### src/rtl/pphash_pkg.sv
// Shared constants and types of the polynomial prefix hash table.
`default_nettype none

package pphash_pkg;

  // Modulus of the hash and its double, used by the final reduction.
  localparam logic [29:0] HashPrime   = 30'd1000000007;
  localparam logic [31:0] HashPrime2x = 32'd2000000014;

  // Barrett constant floor(2^60 / P), computed at elaboration.
  localparam logic [30:0] BarrettMu = 31'((64'd1 << 60) / 64'd1000000007);

  // Base after reset and offset that turns a byte into a digit.
  localparam logic [29:0] DefaultBase = 30'd331;
  localparam logic [7:0]  DigitOffset = 8'd96;

  // Item modes.
  localparam logic ModeAppend = 1'b0;
  localparam logic ModeQuery  = 1'b1;

  // Result status codes.
  typedef enum logic [1:0] {
    ST_OK        = 2'd0,
    ST_BAD_RANGE = 2'd1,
    ST_FULL      = 2'd2
  } status_t;

endpackage

`default_nettype wire

### src/rtl/pphash_mulmod.sv
// Four-stage pipelined modular multiplier (Barrett reduction modulo the hash prime).
`default_nettype none

module pphash_mulmod (
  input  wire logic        clk,
  input  wire logic        rst_n,
  input  wire logic        in_valid,
  input  wire logic [29:0] in_a,
  input  wire logic [29:0] in_b,
  output logic             out_valid,
  output logic [29:0]      out_result
);

  logic        v1_r, v2_r, v3_r, v4_r;
  logic [59:0] prod_r;
  logic [61:0] qm_r;
  logic [31:0] xlo_r;
  logic [31:0] rem_r;
  logic [29:0] res_r;
  logic [30:0] q3;
  logic [31:0] qp;
  logic [29:0] res_nxt;

  // Stage valid bits.
  always_ff @(posedge clk) begin
    if (!rst_n) begin
      v1_r <= 1'b0;
      v2_r <= 1'b0;
      v3_r <= 1'b0;
      v4_r <= 1'b0;
    end else begin
      v1_r <= in_valid;
      v2_r <= v1_r;
      v3_r <= v2_r;
      v4_r <= v3_r;
    end
  end

  // Quotient estimate times the prime; only the low 32 bits are needed since
  // the remainder stays below three times the prime.
  assign q3 = qm_r[61:31];
  assign qp = 32'(q3) * 32'(pphash_pkg::HashPrime);

  // Remainder is below 3P: subtract P once or twice.
  always_comb begin
    if (rem_r >= pphash_pkg::HashPrime2x) begin
      res_nxt = 30'(rem_r - pphash_pkg::HashPrime2x);
    end else if (rem_r >= 32'(pphash_pkg::HashPrime)) begin
      res_nxt = 30'(rem_r - 32'(pphash_pkg::HashPrime));
    end else begin
      res_nxt = rem_r[29:0];
    end
  end

  // Datapath stages: product, quotient estimate, remainder, final correction.
  always_ff @(posedge clk) begin
    prod_r <= 60'(in_a) * 60'(in_b);
    qm_r   <= 62'(prod_r[59:29]) * 62'(pphash_pkg::BarrettMu);
    xlo_r  <= prod_r[31:0];
    rem_r  <= xlo_r - qp;
    res_r  <= res_nxt;
  end

  assign out_valid  = v4_r;
  assign out_result = res_r;

endmodule

`default_nettype wire

### config.mk
export PLATFORM = sky130hd
export DESIGN_NAME = pphash_mulmod
export DESIGN_NICKNAME = d
export VERILOG_FILES = /design/src/rtl/pphash_pkg.sv /design/src/rtl/pphash_mulmod.sv
export SDC_FILE = /design/constraint.sdc
export NUM_CORES = 2
export LEC_CHECK = 0
export ABC_AREA = 1
export BUFFER_PORTS_ARGS = -buffer_cell sky130_fd_sc_hd__buf_2
export CORE_MARGIN = 3
export CORE_UTILIZATION = 55
export DETAILED_ROUTE_END_ITERATION = 10
export GPL_ROUTABILITY_DRIVEN = 0
export PLACE_DENSITY = 0.74
export REMOVE_ABC_BUFFERS = 1
export SYNTH_ARGS = -nofsm -noshare
export SYNTH_HDL_FRONTEND = slang
export SYNTH_SLANG_ARGS = --single-unit
### constraint.sdc
create_clock -name clk -period 7.2 [get_ports clk]
set_input_delay 0.72 -clock clk [delete_from_list [all_inputs] [get_ports clk]]
set_output_delay 0.72 -clock clk [all_outputs]
set_load 0.005 [all_outputs]
Word level (Yosys, flattened, before mapping):

Cells that the tools add are included.

* magnitude comparators: 2
* multiply operators: 3
* mux-type cells: 2
* add/sub/neg operators: 3

Operators by type and width (count)
* $mul 30x30->60: 1
* $mux 30: 2
* $sub 30x30->30 const B: 2
* $mul 31x28->59 const B: 1
* $ge 32x30->1 const B: 1
* $ge 32x31->1 const B: 1
* $mul 31x30->32 const B: 1
* $sub 32x32->32: 1

* input bits: 63
* flip-flop bits (word level): 217

Depth between registers and ports, before layout:

* depth after elaboration: 3
* gate-level depth with buffers: 33
* mapped depth without buffers: 32

Least setup slack after synthesis:

OpenSTA, ideal clock, no wires.

* path type: input port to flip-flop
* start point: input port in_a[20]
* end point: register prod_r[59]
* arrival: 6632 ps
* setup slack: 456 ps
* stages on the path: 27
* required time: 7088 ps
* cells stage by stage: clkbuf_1 nand2_1 fa_1 inv_1 fa_1 inv_1 fa_1 inv_1 fa_1 fa_1 fa_1 fa_1 inv_1 fa_1 inv_1 ha_1 nand2_1 nor2_1 inv_1 nor2_1 inv_1 o21ai_0 inv_1 nand2_1 nand3_1 nand3b_1 nand2_1

* longest elaborated chain between the ends: 1

Ends and longest elaborated chain
* start, declared: RTL line pphash_mulmod.sv:8 `input wire logic [29:0] in_a,`
* $mul 30x30->60: RTL line pphash_mulmod.sv:57 `prod_r <= 60'(in_a) * 60'(in_b);`
* end signal, assigned: RTL line pphash_mulmod.sv:57
* end, declared: RTL line pphash_mulmod.sv:15 `logic [59:0] prod_r;`

Every way passes these cells.
A chain may end at the register's enable or synchronous reset.

Worst setup path after layout:

* start point: input port in_b[7]
* end point: register prod_r[22]

* longest elaborated chain between the ends: 1

Ends and longest elaborated chain
* start, declared: RTL line pphash_mulmod.sv:9 `input wire logic [29:0] in_b,`
* $mul 30x30->60: RTL line pphash_mulmod.sv:57

Every way passes these cells.

==> summary.txt <==
Clock network
  • CTS tree: done
  • Clock transition at path regs: around 80 ps
  • Worst skew pair latency: 530 ps
  • Root buf cell: clkbuf_16
  • Htree depth: 4
  • CTS Hold Bufs: 0
  • CTS Buf Count: 17
  • Longest Clk Path Bufs: 2
  • CTS sink count: 189

Route
  • DRT iter0 DRCs: 3,740
  • # DRC: 0
  • Vias per std cell: 5.28
  • Drt wl/cell: around 19 µm
  • Detail Route Antenna Nets: 0
  • Routed WL: 173,000 µm
  • DR pass1 iterations: 9
  • Via count: 49,500

Job
  • Max cap viols: 0

Floorplan
  • Top Ports: 94
  • CORE AREA: 0.111 mm²
  • Die width: 340 µm
  • Die ar.: 0.116 mm²
  • Chip Height: 340 µm
  • Row count: 122
  • Initial Util: between 50% and 60%

Placed design
  • I/O Buffers: 93
  • Hpwl dp: ~150,000 µm
  • Post-DP Area: 0.0650 mm²

Synthesis
  • Proportion of synthesized area in mux cells: 0%
  • Simple-gate share of the synthesized area: 14.6%
  • Seq cells post-synth: 189
  • Synth cell types: 43
  • Synth warn: 0
  • Top post-synthesis cells by area: fa_1, ha_1, inv_1, nand2_1, dfxtp_1
  • Mapped Area: between 0.06 and 0.07 mm²
  • Complex-gate fraction of the synthesized area: 4.44%
  • Commonest cells in the netlist: inv_1, nand2_1, fa_1
  • Synth area leader: fa_1
  • Fraction of registers with async set or reset after synthesis: 0%
  • EDFF count, synth: 0
  • Cells after Synth: between 7,000 and 8,000
  • Post-synthesis xor/xnor area fraction: 1.99%
  • Adder-cell share of the synthesized area: 57.0%
  • Primary FF master, synth: dfxtp_1
  • Main combinational cell family by area after synthesis: adder cells
  • Synth top area share: 41.0%
  • Top-count cell post-synth: inv_1
  • Mean Syn Cell Area: approximately 8 µm²
  • Sequential area share after synthesis: 6.15%

GRT
  • Congestion Overflow GR: 0
  • First-pass GRT wire length: 277,000 µm
  • Global-route usage over all layers: between 30% and 40%
  • Initial antenna violation count: 9
  • Largest net degree at the start of global routing: 47
  • Vias in the first global route: ~53,000

Finish
  • Nets@finish: 9,962
  • Fin area: about 0.066 mm²
  • Area Growth Syn to Fin: 6.75%
  • Storage cell area: ~0.0038 mm²
  • Ratio of cells with drive above 1 in the final layout: ~5.0%
  • Filler Cells Inserted: 9,805
  • Footprint of the multi-input gates: 0.0480 mm²

Critical path
  • RR Startpoint: prod_r[44]$_DFF_P_
  • Critical Path Start: in_b[7]
  • Type of origin of the critical path: input port
  • WP buf/inv: 12
  • Slowest cell on crit path: fa_1
  • CP Data Required Time: roughly 7600 ps
  • Worst setup path category: in2reg
  • CP max FO: 8
  • WP data arrival: 7320 ps
  • Biggest cell delay along the critical path: 510 ps
  • Crit end category: flop
  • Top delay family on crit path: adder cells

Min path
  • Hold WC Path Type: reg2reg
  • HP Start: prod_r[17]$_DFF_P_

STA
  • Fin crit period: around 7000 ps
  • Hold Violations, Final: 0
  • Final Cycle Share: 96.1%
  • RSZ-0062 raised after global routing: no
  • Fmax: 144 MHz
  • Slew Limit Fails: 0
  • Worst Max-Slew Pin Slew: approximately 880 ps
  • Final setup viols: 0
  • Clock skew: 37.9 ps
  • Relative slew slack: 40.9%

Run status
  • Outcome: finished, final reports clean
==> state kept, by name (all words and copies together), names as in the netlist <==
register and count:
out_result 30, out_valid 1, prod_r 60, qm_r 31, rem_r 32, v1_r 1, v2_r 1, v3_r 1
xlo_r 32
==> cells in the final DEF (no fill, tap or decap), types with 6 or more instances in the layout <==
| cell type | synthesis | final |
|---|---|---|
| diode_2 | 0 | 6 |
| inv_1 | 2367 | 2367 |
| o211ai_1 | 13 | 13 |
| xnor2_1 | 23 | 23 |
| ha_1 | 784 | 784 |
| o21ai_1 | 18 | 18 |
| buf_4 | 2 | 227 |
| nand3b_1 | 13 | 13 |
| o21ai_0 | 164 | 164 |
| dfxtp_1 | 189 | 189 |
| clkbuf_16 | 0 | 17 |
| inv_2 | 10 | 10 |
| xor2_1 | 117 | 117 |
| nor4_1 | 10 | 10 |
| fa_1 | 1260 | 1260 |
| a21o_1 | 23 | 23 |
| o21bai_1 | 30 | 30 |
| a21oi_1 | 210 | 210 |
| nor2_1 | 345 | 345 |
| nand2_1 | 1641 | 1641 |
| buf_2 | 9 | 92 |
| nor3_1 | 37 | 37 |
| nand3_1 | 164 | 164 |
| a31oi_1 | 21 | 21 |
| buf_12 | 0 | 13 |
| nand4_1 | 29 | 29 |
==> logic make-up after synthesis <==
| logic type | count (synthesis) |
|---|---|
| compound gates | 495 |
| xor+xnor | 140 |
| fa+ha+maj | 2044 |
| buf+inv | 2577 |
| flops | 189 |
| simple gates | 2258 |
==> final cells by class <==
cell class                      count  area share (%)
Sequential cell                   189            5.77
Multi-Input combinational cell   4937            73.1
Inverter                         2377            13.6
Antenna cell                        6          0.0229
Clock inverter                     15           0.332
Clock buffer                       17           0.648
Tap cell                         1488            2.84
Timing Repair Buffer              333            3.71
==> final timing paths <==
check / endpoint / slack (ps) / cells after the start
min: xlo_r[17]$_DFF_P_ / 330 / 0
min reg2reg: xlo_r[17]$_DFF_P_ / 330 / 0
max reg2reg: qm_r[44]$_DFF_P_ / 560 / 19
max: prod_r[22]$_DFF_P_ / 280 / 29
==> timing repair <==
| item | 4_1_cts | 5_1_grt |
|---|---|---|
| setup endpoints to repair | 0 | 2 |
| setup buffers | 0 | 0 |
| gates resized for setup | 0 | 1 |
==> through the flow <==
step | utilization, % | setup TNS (ps) | hold WS [ps] | cells | setup slack [ps]
3_3_place_gp | 58.6 | -222 | 312 | 9324 | -120
4_1_cts | 59.2 | 0 | 331 | 9356 | 397
2_1_floorplan | - | 0 | 310 | 7503 | 731
6_report | 59.2 | 0 | 331 | 9362 | 278
3_5_place_dp | 58.6 | -595 | 312 | 9324 | -172
5_1_grt | 59.2 | 0 | 337 | 9358 | 32.0
==> per-layer routing <==
| layer | share of wire (%) | up-vias | wire [µm] | GRT usage (%) |
|---|---|---|---|---|
| met5 | 0.022 | - | 38 | 0 |
| met4 | 5.7 | 6 | 9940 | 15.1 |
| met3 | 7.7 | 580 | 13400 | 5.39 |
| met2 | 49 | 2151 | 84900 | 53.1 |
| met1 | 38 | 24200 | 65000 | 36.3 |
| li1 | - | 22600 | - | - |
Power is not shown: default switching activity piles up to over one toggle a cycle in this logic, so the estimate is an artifact.
